==> src/hw/rtl/stl_pkg.sv <==
// stl_pkg: token kinds, lexer modes and the queue entry type for the token lexer
// used by stl_front, stl_back and script_token_lexer_top; no dependencies
package stl_pkg;

	typedef enum logic [2:0] {
		M_IDLE  = 3'd0,
		M_NUM   = 3'd1,
		M_WORD  = 3'd2,
		M_EQ1   = 3'd3,
		M_EQ2   = 3'd4,
		M_BANG1 = 3'd5,
		M_BANG2 = 3'd6
	} lex_mode_t;

	localparam logic [5:0] K_EOF       = 6'd0;
	localparam logic [5:0] K_ILLEGAL   = 6'd1;
	localparam logic [5:0] K_NUMBER    = 6'd2;
	localparam logic [5:0] K_IDENT     = 6'd3;
	localparam logic [5:0] K_ASSIGN    = 6'd4;
	localparam logic [5:0] K_BANG      = 6'd15;
	localparam logic [5:0] K_WEAK_EQ   = 6'd21;
	localparam logic [5:0] K_WEAK_NE   = 6'd22;
	localparam logic [5:0] K_STRONG_EQ = 6'd23;
	localparam logic [5:0] K_STRONG_NE = 6'd24;
	localparam logic [5:0] K_KW_BASE   = 6'd25;

	localparam int KW_COUNT = 9;
	localparam int KW_MAX   = 8;

	// keyword text, first character in the low byte
	typedef logic [KW_MAX*8-1:0] kw_text_t;

	function automatic kw_text_t kw_text(input int k);
		kw_text_t t;
		t = '0;
		case (k)
			0: t = {"noitcnuf"};
			1: t = {40'd0, "tel"};
			2: t = {24'd0, "tsnoc"};
			3: t = {40'd0, "rav"};
			4: t = {32'd0, "eurt"};
			5: t = {24'd0, "eslaf"};
			6: t = {48'd0, "fi"};
			7: t = {32'd0, "esle"};
			default: t = {16'd0, "nruter"};
		endcase
		return t;
	endfunction

	function automatic logic [3:0] kw_len(input int k);
		logic [3:0] l;
		case (k)
			0: l = 4'd8;
			1: l = 4'd3;
			2: l = 4'd5;
			3: l = 4'd3;
			4: l = 4'd4;
			5: l = 4'd5;
			6: l = 4'd2;
			7: l = 4'd4;
			default: l = 4'd6;
		endcase
		return l;
	endfunction

	// token entry passed from the front part to the back part
	typedef struct packed {
		logic [5:0]  kind;
		logic [15:0] start;
		logic [15:0] length;
		logic        last;
	} token_t;

endpackage

==> src/hw/rtl/stl_front.sv <==
// stl_front: classifies each byte, tracks the pending token, emits up to two tokens
// depends on stl_pkg
module stl_front #(
	parameter int OFFSET_BITS   = 16,
	parameter int KEYWORD_CHARS = 8
) (
	input  logic              clk,
	input  logic              arst_n,
	input  logic              fire,
	input  logic              action,
	input  logic [7:0]        char_byte,
	output logic [1:0]        tok_n,
	output stl_pkg::token_t   tok0,
	output stl_pkg::token_t   tok1
);

	localparam logic [OFFSET_BITS-1:0] LEN_MAX = {OFFSET_BITS{1'b1}};
	localparam int PIDX = $clog2(KEYWORD_CHARS);

	stl_pkg::lex_mode_t       mode_q;
	logic [OFFSET_BITS-1:0]   offset_q;
	logic [OFFSET_BITS-1:0]   pstart_q;
	logic [OFFSET_BITS-1:0]   plen_q;
	logic [7:0]               prefix_q [KEYWORD_CHARS];

	stl_pkg::lex_mode_t       mode_d;
	logic [OFFSET_BITS-1:0]   pstart_d;
	logic [OFFSET_BITS-1:0]   plen_d;
	logic [5:0]               word_kind;
	logic [5:0]               flush_kind;
	logic                     flush_has;
	logic                     is_digit, is_letter, is_space;
	logic [5:0]               op_kind;
	logic                     pre_wr, pre_clr;

	// byte classes
	always_comb begin
		is_digit  = char_byte >= "0" && char_byte <= "9";
		is_letter = (char_byte >= "a" && char_byte <= "z") ||
			(char_byte >= "A" && char_byte <= "Z");
		is_space  = char_byte == " " || char_byte == 8'h09 || char_byte == 8'h0d ||
			char_byte == 8'h0a;
		case (char_byte)
			"+": op_kind = 6'd5;
			"(": op_kind = 6'd6;
			")": op_kind = 6'd7;
			"{": op_kind = 6'd8;
			"}": op_kind = 6'd9;
			"[": op_kind = 6'd10;
			"]": op_kind = 6'd11;
			",": op_kind = 6'd12;
			";": op_kind = 6'd13;
			"-": op_kind = 6'd14;
			"/": op_kind = 6'd16;
			"*": op_kind = 6'd17;
			"%": op_kind = 6'd18;
			"<": op_kind = 6'd19;
			">": op_kind = 6'd20;
			default: op_kind = stl_pkg::K_ILLEGAL;
		endcase
	end

	// parallel keyword compare against the stored prefix
	always_comb begin
		logic hit;
		stl_pkg::kw_text_t txt;
		word_kind = stl_pkg::K_IDENT;
		for (int k = stl_pkg::KW_COUNT - 1; k >= 0; k--) begin
			txt = stl_pkg::kw_text(k);
			hit = plen_q == OFFSET_BITS'(stl_pkg::kw_len(k));
			for (int i = 0; i < stl_pkg::KW_MAX; i++) begin
				if (i < int'(stl_pkg::kw_len(k)))
					hit = hit && prefix_q[i] == txt[i*8 +: 8];
			end
			if (hit)
				word_kind = stl_pkg::K_KW_BASE + 6'(k);
		end
	end

	// kind of the pending token when it is flushed
	always_comb begin
		flush_has = 1'b1;
		unique case (mode_q)
			stl_pkg::M_NUM:   flush_kind = stl_pkg::K_NUMBER;
			stl_pkg::M_WORD:  flush_kind = word_kind;
			stl_pkg::M_EQ1:   flush_kind = stl_pkg::K_ASSIGN;
			stl_pkg::M_EQ2:   flush_kind = stl_pkg::K_WEAK_EQ;
			stl_pkg::M_BANG1: flush_kind = stl_pkg::K_BANG;
			stl_pkg::M_BANG2: flush_kind = stl_pkg::K_WEAK_NE;
			default: begin
				flush_kind = stl_pkg::K_EOF;
				flush_has  = 1'b0;
			end
		endcase
	end

	// next state and emitted tokens
	always_comb begin
		stl_pkg::token_t ft;
		ft.kind   = flush_kind;
		ft.start  = 16'(pstart_q);
		ft.length = 16'(plen_q);
		ft.last   = 1'b0;
		mode_d   = mode_q;
		pstart_d = pstart_q;
		plen_d   = plen_q;
		pre_wr   = 1'b0;
		pre_clr  = 1'b0;
		tok_n    = 2'd0;
		tok0     = ft;
		tok1     = ft;
		if (action) begin
			tok1.kind   = stl_pkg::K_EOF;
			tok1.start  = 16'(offset_q);
			tok1.length = 16'd0;
			tok1.last   = 1'b1;
			if (flush_has) begin
				tok_n = 2'd2;
			end else begin
				tok_n = 2'd1;
				tok0  = tok1;
			end
			mode_d   = stl_pkg::M_IDLE;
			pstart_d = '0;
			plen_d   = '0;
			pre_clr  = 1'b1;
		end else if ((mode_q == stl_pkg::M_EQ1 || mode_q == stl_pkg::M_BANG1) &&
				char_byte == "=") begin
			mode_d = (mode_q == stl_pkg::M_EQ1) ? stl_pkg::M_EQ2 : stl_pkg::M_BANG2;
			plen_d = OFFSET_BITS'(2);
		end else if ((mode_q == stl_pkg::M_EQ2 || mode_q == stl_pkg::M_BANG2) &&
				char_byte == "=") begin
			tok_n       = 2'd1;
			tok0.kind   = (mode_q == stl_pkg::M_EQ2) ? stl_pkg::K_STRONG_EQ :
				stl_pkg::K_STRONG_NE;
			tok0.length = 16'd3;
			tok0.last   = 1'b1;
			mode_d      = stl_pkg::M_IDLE;
			plen_d      = '0;
		end else if (mode_q == stl_pkg::M_NUM && is_digit) begin
			if (plen_q != LEN_MAX)
				plen_d = plen_q + 1'b1;
		end else if (mode_q == stl_pkg::M_WORD && is_letter) begin
			pre_wr = plen_q < OFFSET_BITS'(KEYWORD_CHARS);
			if (plen_q != LEN_MAX)
				plen_d = plen_q + 1'b1;
		end else begin
			mode_d = stl_pkg::M_IDLE;
			if (flush_has)
				plen_d = '0;
			if (is_space) begin
				tok_n     = {1'b0, flush_has};
				tok0.last = 1'b1;
			end else if (is_digit || is_letter || char_byte == "=" || char_byte == "!") begin
				tok_n     = {1'b0, flush_has};
				tok0.last = 1'b1;
				pstart_d  = offset_q;
				plen_d    = OFFSET_BITS'(1);
				if (is_digit)
					mode_d = stl_pkg::M_NUM;
				else if (is_letter) begin
					mode_d  = stl_pkg::M_WORD;
					pre_clr = 1'b1;
				end else if (char_byte == "=")
					mode_d = stl_pkg::M_EQ1;
				else
					mode_d = stl_pkg::M_BANG1;
			end else begin
				tok1.kind   = op_kind;
				tok1.start  = 16'(offset_q);
				tok1.length = 16'd1;
				tok1.last   = 1'b1;
				if (flush_has) begin
					tok_n = 2'd2;
				end else begin
					tok_n = 2'd1;
					tok0  = tok1;
				end
			end
		end
	end

	// lexer state registers
	always_ff @(posedge clk or negedge arst_n) begin
		if (!arst_n) begin
			mode_q   <= stl_pkg::M_IDLE;
			offset_q <= '0;
			pstart_q <= '0;
			plen_q   <= '0;
			for (int i = 0; i < KEYWORD_CHARS; i++)
				prefix_q[i] <= '0;
		end else if (fire) begin
			mode_q   <= mode_d;
			offset_q <= action ? '0 : offset_q + 1'b1;
			pstart_q <= pstart_d;
			plen_q   <= plen_d;
			if (pre_clr) begin
				for (int i = 0; i < KEYWORD_CHARS; i++)
					prefix_q[i] <= '0;
				if (!action)
					prefix_q[0] <= char_byte;
			end else if (pre_wr) begin
				prefix_q[plen_q[PIDX-1:0]] <= char_byte;
			end
		end
	end

endmodule

==> src/hw/rtl/stl_back.sv <==
// stl_back: token queue between the lexer front and the output port
// depends on stl_pkg
module stl_back (
	input  logic             clk,
	input  logic             arst_n,
	input  logic [1:0]       tok_n,
	input  stl_pkg::token_t  tok0,
	input  stl_pkg::token_t  tok1,
	output logic             room,
	output logic             out_valid,
	output stl_pkg::token_t  out_tok,
	input  logic             out_stall
);

	localparam int DEPTH = 4;

	stl_pkg::token_t mem_q [DEPTH];
	logic [1:0] rd_q, wr_q;
	logic [2:0] cnt_q;
	logic       pop;

	assign room      = cnt_q <= 3'(DEPTH - 2);
	assign out_valid = cnt_q != 3'd0;
	assign out_tok   = mem_q[rd_q];
	assign pop       = out_valid && !out_stall;

	// queue storage
	always_ff @(posedge clk) begin
		if (tok_n != 2'd0)
			mem_q[wr_q] <= tok0;
		if (tok_n == 2'd2)
			mem_q[wr_q + 2'd1] <= tok1;
	end

	// queue pointers
	always_ff @(posedge clk or negedge arst_n) begin
		if (!arst_n) begin
			rd_q  <= '0;
			wr_q  <= '0;
			cnt_q <= '0;
		end else begin
			wr_q  <= wr_q + tok_n;
			rd_q  <= rd_q + 2'(pop);
			cnt_q <= cnt_q + 3'(tok_n) - 3'(pop);
		end
	end

`ifndef SYNTHESIS
	a_no_overflow: assert property (@(posedge clk) disable iff (!arst_n)
		tok_n != 2'd0 |-> room) else $error("token queue overflow");
	a_cnt_range: assert property (@(posedge clk) disable iff (!arst_n)
		cnt_q <= 3'(DEPTH)) else $error("token queue count out of range");
	a_hold: assert property (@(posedge clk) disable iff (!arst_n)
		out_valid && out_stall |=> out_valid && $stable(out_tok))
		else $error("stalled token changed");
`endif

endmodule

==> src/hw/rtl/script_token_lexer_top.sv <==
// script_token_lexer_top: streaming lexer, byte front end and token queue back end
// depends on stl_pkg, stl_front, stl_back
//
// channel  direction  handshake          payload
// in       in         in_valid/in_stall  action, char_byte
// out      out        out_valid/out_stall token_kind, token_start, token_length, last_of_run
//
// one byte per cycle while in_stall is low; each item's tokens (up to two) land in a four-entry queue
// the output drains one token per cycle while out_stall is low, so two-token items can slow the input
// in_stall rises when fewer than two queue entries are free
// reset clears the lexer state and empties the queue
module script_token_lexer_top #(
	parameter int OFFSET_BITS   = 16,
	parameter int KEYWORD_CHARS = 8
) (
	input  logic        clk,
	input  logic        arst_n,
	input  logic        in_valid,
	output logic        in_stall,
	input  logic        action,
	input  logic [7:0]  char_byte,
	output logic        out_valid,
	input  logic        out_stall,
	output logic [5:0]  token_kind,
	output logic [15:0] token_start,
	output logic [15:0] token_length,
	output logic        last_of_run
);

	logic            room, fire;
	logic [1:0]      f_n, tok_n;
	stl_pkg::token_t tok0, tok1, out_tok;

	assign in_stall = !room;
	assign fire     = in_valid && room;
	assign tok_n    = fire ? f_n : 2'd0;

	stl_front #(.OFFSET_BITS(OFFSET_BITS), .KEYWORD_CHARS(KEYWORD_CHARS)) u_front (
		.clk(clk), .arst_n(arst_n), .fire(fire), .action(action),
		.char_byte(char_byte), .tok_n(f_n), .tok0(tok0), .tok1(tok1));

	stl_back u_back (
		.clk(clk), .arst_n(arst_n), .tok_n(tok_n), .tok0(tok0), .tok1(tok1),
		.room(room), .out_valid(out_valid), .out_tok(out_tok), .out_stall(out_stall));

	assign token_kind   = out_tok.kind;
	assign token_start  = out_tok.start;
	assign token_length = out_tok.length;
	assign last_of_run  = out_tok.last;

endmodule
==> config.mk <==
export PLATFORM = sky130hd
export DESIGN_NAME = script_token_lexer_top
export DESIGN_NICKNAME = d
export VERILOG_FILES = /design/src/hw/rtl/stl_pkg.sv /design/src/hw/rtl/stl_front.sv /design/src/hw/rtl/stl_back.sv /design/src/hw/rtl/script_token_lexer_top.sv
export SDC_FILE = /design/constraint.sdc
export NUM_CORES = 1
export LEC_CHECK = 0
export ABC_AREA = 1
export BUFFER_PORTS_ARGS = -buffer_cell sky130_fd_sc_hd__buf_2
export CAP_MARGIN = 20
export CORE_ASPECT_RATIO = 0.7
export CORE_MARGIN = 3
export CORE_UTILIZATION = 60
export DETAILED_ROUTE_END_ITERATION = 6
export PLACE_DENSITY = 0.77
export SLEW_MARGIN = 10
export SYNTH_ARGS = -nofsm -noshare
export SYNTH_HDL_FRONTEND = slang
export SYNTH_SLANG_ARGS = --single-unit
==> constraint.sdc <==
create_clock -name clk -period 6 [get_ports clk]
set_input_delay 1.2 -clock clk [delete_from_list [all_inputs] [get_ports clk]]
set_output_delay 1.2 -clock clk [all_outputs]
set_load 0.005 [all_outputs]
* Yosys cells after proc, flatten, opt, wreduce, memory -nomap -nowiden
Memory sizes are Yosys's and may differ from the RTL's.
Index checks and enable logic that the tools add are counted.
** Storage, ports and cells
- Register bits after elaboration :: 122
- Memory bits (writable) :: 156
- Input bits :: 13
- Output and inout bits :: 41
- Word-level logic and storage cells :: 271
- Memories kept :: 1
** Cells by class
- Add/subtract/negate cells :: 7
- Order comparisons :: 10
- Equal/unequal tests :: 74
- Mux-type cells :: 94
- Bitwise logic cells :: 1
- Reduce and logical (&&, ||, !) cells :: 69
** Memory list
- u_back.mem_q :: words 4, bits a word 39, rd ports 1, clocked after Yosys merged registers in 0, wr ports 2, RTL line stl_back.sv:17 : stl_pkg::token_t mem_q [DEPTH];
** Operators by type and width (count)
- 39-bit 2-to-1 mux :: 13
- 8-bit by 7-bit == test with 1-bit output, second input constant :: 36
- 16-bit 2-to-1 mux :: 18
- 64-bit 2-to-1 mux :: 2
- 8-bit by 6-bit == test with 1-bit output, second input constant :: 14
- 38-bit 2-to-1 mux :: 2
- 5-bit case mux with 15 select lines :: 1
- 64-bit bitwise mux :: 1
- 6-bit 2-to-1 mux :: 10
- 1-bit logical AND :: 50
- 16-bit by 3-bit == test with 1-bit output, second input constant :: 3
- 6-bit case mux with 6 select lines :: 1
- 16-bit by 1-bit adder with 16-bit output, second input constant :: 2
- 16-bit by 2-bit == test with 1-bit output, second input constant :: 2
- 3-bit 2-to-1 mux :: 10
- 8-bit demux with 3-bit select :: 1
- 8-bit by 4-bit == test with 1-bit output, second input constant :: 3
- 1-bit 2-to-1 mux :: 21
- 2-bit 2-to-1 mux :: 10
- 17-bit 2-to-1 mux :: 1
- 16-bit by 4-bit == test with 1-bit output, second input constant :: 1
- 8-bit by 7-bit greater-or-equal comparator with 1-bit output, second input constant :: 2
- 8-bit by 7-bit less-or-equal comparator with 1-bit output, second input constant :: 2
- 16-bit by 4-bit < comparator with 1-bit output, second input constant :: 1
- 28 further kinds :: 48

* Longest topological paths before layout
- Depth in word-level cells :: 25
- Gate-level depth with buffers :: 21
- Gate-level depth less buffers :: 21

* Modules after synthesis
A second synthesis with hierarchy kept.
** Second synthesis, totals
- Cell total of the unflattened synthesis :: 1968
- Area, all modules :: 15620.0 um^2
** Modules (own cells, without submodules)
- stl_back :: instances 1, cells an instance 858, area an instance 7996.4 um^2, seq. area each 4859.7 um^2
- stl_front :: instances 1, cells an instance 1103, area an instance 7597.3 um^2, seq. area each 2877.8 um^2
- script_token_lexer_top :: instances 1, cells an instance 7, area an instance 26.3 um^2, seq. area each 0.0 um^2

* Worst setup path before layout
Ideal clock, no wire load.
- Path kind :: input port to flip-flop
- From :: in char_byte[7]
- To :: mem u_back.mem_q[2][0] (netlist name) (enable)
- Setup time :: 0.489 ns
- Arrival :: 5.854 ns
- Required time :: 5.511 ns
- Path slack :: -0.344 ns
- Cell stages on the path :: 17
- Path buffers :: 0
- Cells stage by stage :: inv_1 > nand2_2 > nor2_1 > nand2_1 > nor2_1 > nand2_1 > nand3_2 > clkinv_1 > ha_1 > nand2_1 > o21ai_1 > nand3_2 > nand2_4 > nand2_8 > inv_1 > nor2_1 > o21ai_0
** RTL lines
- start: declaration :: RTL line script_token_lexer_top.sv:21 : input logic [7:0] char_byte,
- end: declaration :: RTL line stl_back.sv:17

==> impl_metrics.env <==
export IMPL_post_cts_buffers=0
export IMPL_num_vias=14200
export IMPL_seq_area_frac_synth_pct=49.3
export IMPL_tightest_slew_ns=0.994
export IMPL_min_path_type="flop to flop"
export IMPL_cts_sinks=278
export IMPL_cp_arrival_ns=4.65
export IMPL_fin_crit_ns=4.38
export IMPL_layout_common_cells="nand2_1 (413), nor2_1 (231), o21ai_0 (162), edfxtp_1 (156), inv_1 (150)"
export IMPL_status="completed"
export IMPL_rows=48
export IMPL_htreeDepth=1
export IMPL_clockBufferDepth=3
export IMPL_clock_skew_ns=0.0208
export IMPL_routed_wl_um=45700
export IMPL_dp_cells=2224
export IMPL_ys_warn_count=0
export IMPL_end_kind="flop"
export IMPL_final_setup_viol_count=0
export IMPL_drt_pass1_iter_count=6
export IMPL_multiInputGateArea_um2=6840
export IMPL_final_instance_count_excl_fill=2278
export IMPL_ios=54
export IMPL_via_per_inst=6.23
export IMPL_die_w_um=199
export IMPL_cts_clk_slew_worst_paths_ns=0.06
export IMPL_drtAntennaViolNets=0
export IMPL_synth_compound_area_share_pct=16.6
export IMPL_synth_top_family_by_area="simple AND/OR/NAND/NOR gates"
export IMPL_synth_nets=1931
export IMPL_grt_pass1_wl_um=72300
export IMPL_drt_iter0_drc=1950
export IMPL_synth_fa_ha_area_share_pct=1.00
export IMPL_synth_simple_area_share_pct=25.2
export IMPL_nets=1955
export IMPL_p_per_area_nw_per_um2=404
export IMPL_core_um2=25200
export IMPL_cp_required_ns=6.27
export IMPL_slew_headroom_pct=33.2
export IMPL_gp_congestion=0.992
export IMPL_post_cts_resized=0
export IMPL_dieArea_um2=28200
export IMPL_cp_cell_sequence="buf_2 -> inv_1 -> nand2_2 -> nor2_1 -> nand2_1 -> nor2_1 -> nand2_1 -> nand3_2 -> clkinv_1 -> ha_1 -> nand2_1 -> o21ai_1 -> nand3_2 -> nand2_4 -> nand2_8 -> inv_1 -> nor2_1 -> o21ai_4 -> buf_4"
export IMPL_post_drt_wl_per_cell_um=20.0
export IMPL_slew_viol_final=0
export IMPL_tns_ns=0
export IMPL_globalRoute_totalOverflow=0
export IMPL_setup_ws_ns=1.62
export IMPL_cpMaxStageDelayCell="o21ai_4"
export IMPL_grt_usage_pct=32.7
export IMPL_yosysUniqueCellTypes=58
export IMPL_grt_antenna_before_repair=0
export IMPL_hold_buffers=0
export IMPL_synth_flop_cell="edfxtp_1"
export IMPL_synth_area_per_cell_um2=8.24
export IMPL_drive_above_1_share_pct=11.9
export IMPL_start_kind="primary input"
export IMPL_max_cap_viol_count=0
export IMPL_path_max_fanout=24
export IMPL_critPathMaxStageDelay_ns=0.77
export IMPL_clkLatencyLatePin_ns=0.57
export IMPL_yosysTopAreaCell="edfxtp_1"
export IMPL_finalHoldViolCount=0
export IMPL_regArea_um2=7740
export IMPL_critical_path_class="primary input to flop"
export IMPL_fillers=2082
export IMPL_final_common_cell="nand2_1"
export IMPL_place_ws_ns=1.11
export IMPL_syn_instance_count=1906
export IMPL_port_buffers=53
export IMPL_grt_max_degree=81
export IMPL_synthesis_area_um2=15700
export IMPL_p_leak_nw=6.98
export IMPL_synth_async_reset_ratio_pct=43.9
export IMPL_die_h_um=141
export IMPL_drcViolationCount=0
export IMPL_start_util_pct=62.4
export IMPL_cts_buffers=29
export IMPL_ys_seq_elements=278
export IMPL_synth_edf_count=156
export IMPL_synth_area_leaders="edfxtp_1 (30%), dfrtp_1 (19%), nand2_1 (9.9%)"
export IMPL_cp_top_family="simple AND/OR/NAND/NOR gates"
export IMPL_synth_xor_area_share_pct=0.614
export IMPL_whs_ns=0.461
export IMPL_cts_root_buf="clkbuf_16"
export IMPL_synthMuxAreaShare_pct=0
export IMPL_areaGrowthSynthToFinish_pct=8.75
export IMPL_cp_num_buf_inv=5
export IMPL_dp_hpwl_um=31300
export IMPL_diodes=0
export IMPL_vdd_ir_drop_max_v=0.000404
export IMPL_cts_tree="done"
export IMPL_max_freq_mhz=228
export IMPL_synth_top_area_share_pct=29.8
export IMPL_fin_crit_sh_pct=73.1
export IMPL_rsz0062_at_grt="no"
export IMPL_grt_pass1_vias=12900
## worst paths after layout
| check | startpoint | to | slack, ns | cells after the start |
|---|---|---|---|---|
| setup / recovery | char_byte[6] | u_back.mem_q[3][8] | 1.62 | 19 |
| hold / removal | u_front.prefix_q[63] | u_front.prefix_q[63] | 0.46 | 2 |
| setup reg to reg | u_front.mode_q[1] | u_back.mem_q[3][8] | 2.29 | 14 |
| hold reg to reg | u_front.prefix_q[63] | u_front.prefix_q[63] | 0.46 | 2 |
| min in group asynchronous | arst_n | u_front.prefix_q[49] | 0.66 | 1 |
| max in group asynchronous | arst_n | u_front.plen_q[14] | 3.88 | 2 |
## logic make-up (layout without fill, tap and decap cells)
kind of cell | Yosys count | count (layout)
simple gates | 898 | 898
buf+inv | 262 | 309
xor+xnor | 11 | 11
compound gates | 445 | 445
fa+ha+maj | 12 | 12
flops | 278 | 278
## metrics by stage
stage	area (um2)	utilization, %	power [mW]
after detailed placement	16100	64.1	5.05
after global routing	17100	67.8	7.26
final	17100	67.8	6.89
after global placement	16100	64.1	5.00
after CTS	17100	67.8	6.86
after floorplan	15700	-	4.17
## state kept, by name, summed over array words and instances, names as in the netlist, 3 cells and up
register / cells
u_back.cnt_q: 3
u_front.prefix_q: 64
u_front.mode_q: 3
u_back.mem_q: 156
u_front.pstart_q: 16
u_front.plen_q: 16
u_front.offset_q: 16
## layer usage
layer | global-route usage, % | vias up | routed length [um]
met2 | 44.8 | 849 | 18500
met3 | 7.14 | 60 | 5400
met5 | 0 | - | 0
met4 | 5.80 | 0 | 749
li1 | - | 6563 | -
met1 | 53.6 | 6709 | 21000
## cells in the mapped netlist (27+ instances only)
library cell,count
o21ai_0,164
nor2_1,231
o21ai_2,28
nor3_1,46
dfrtp_1,122
nand2_1,415
inv_1,151
edfxtp_1,156
buf_2,27
nand3_1,127
o21ai_1,100
a21oi_1,28
clkbuf_1,35
o22ai_1,65
## final cells by class
| type | instances | share of cell area, % |
|---|---|---|
| clock inverter | 13 | 0.748 |
| multi-input combinational | 1366 | 40.1 |
| tap | 325 | 2.38 |
| inverter | 178 | 3.95 |
| timing repair buffer | 77 | 2.70 |
| clock buffer | 41 | 4.81 |
| sequential | 278 | 45.3 |
## worst min-delay path, stage by stage, from the launching register on
cell and delay (ns):
dfrtp_1 0.34, nand2_1 0.05, inv_1 0.04
## power breakdown
part           leakage (nW)  switching, mW  internal, mW
combinational          3.39           1.75         0.720
clock                 0.465          0.781          1.04
sequential             3.12          0.181          2.42
No activity file was read; power rests on OpenSTA's default activity.
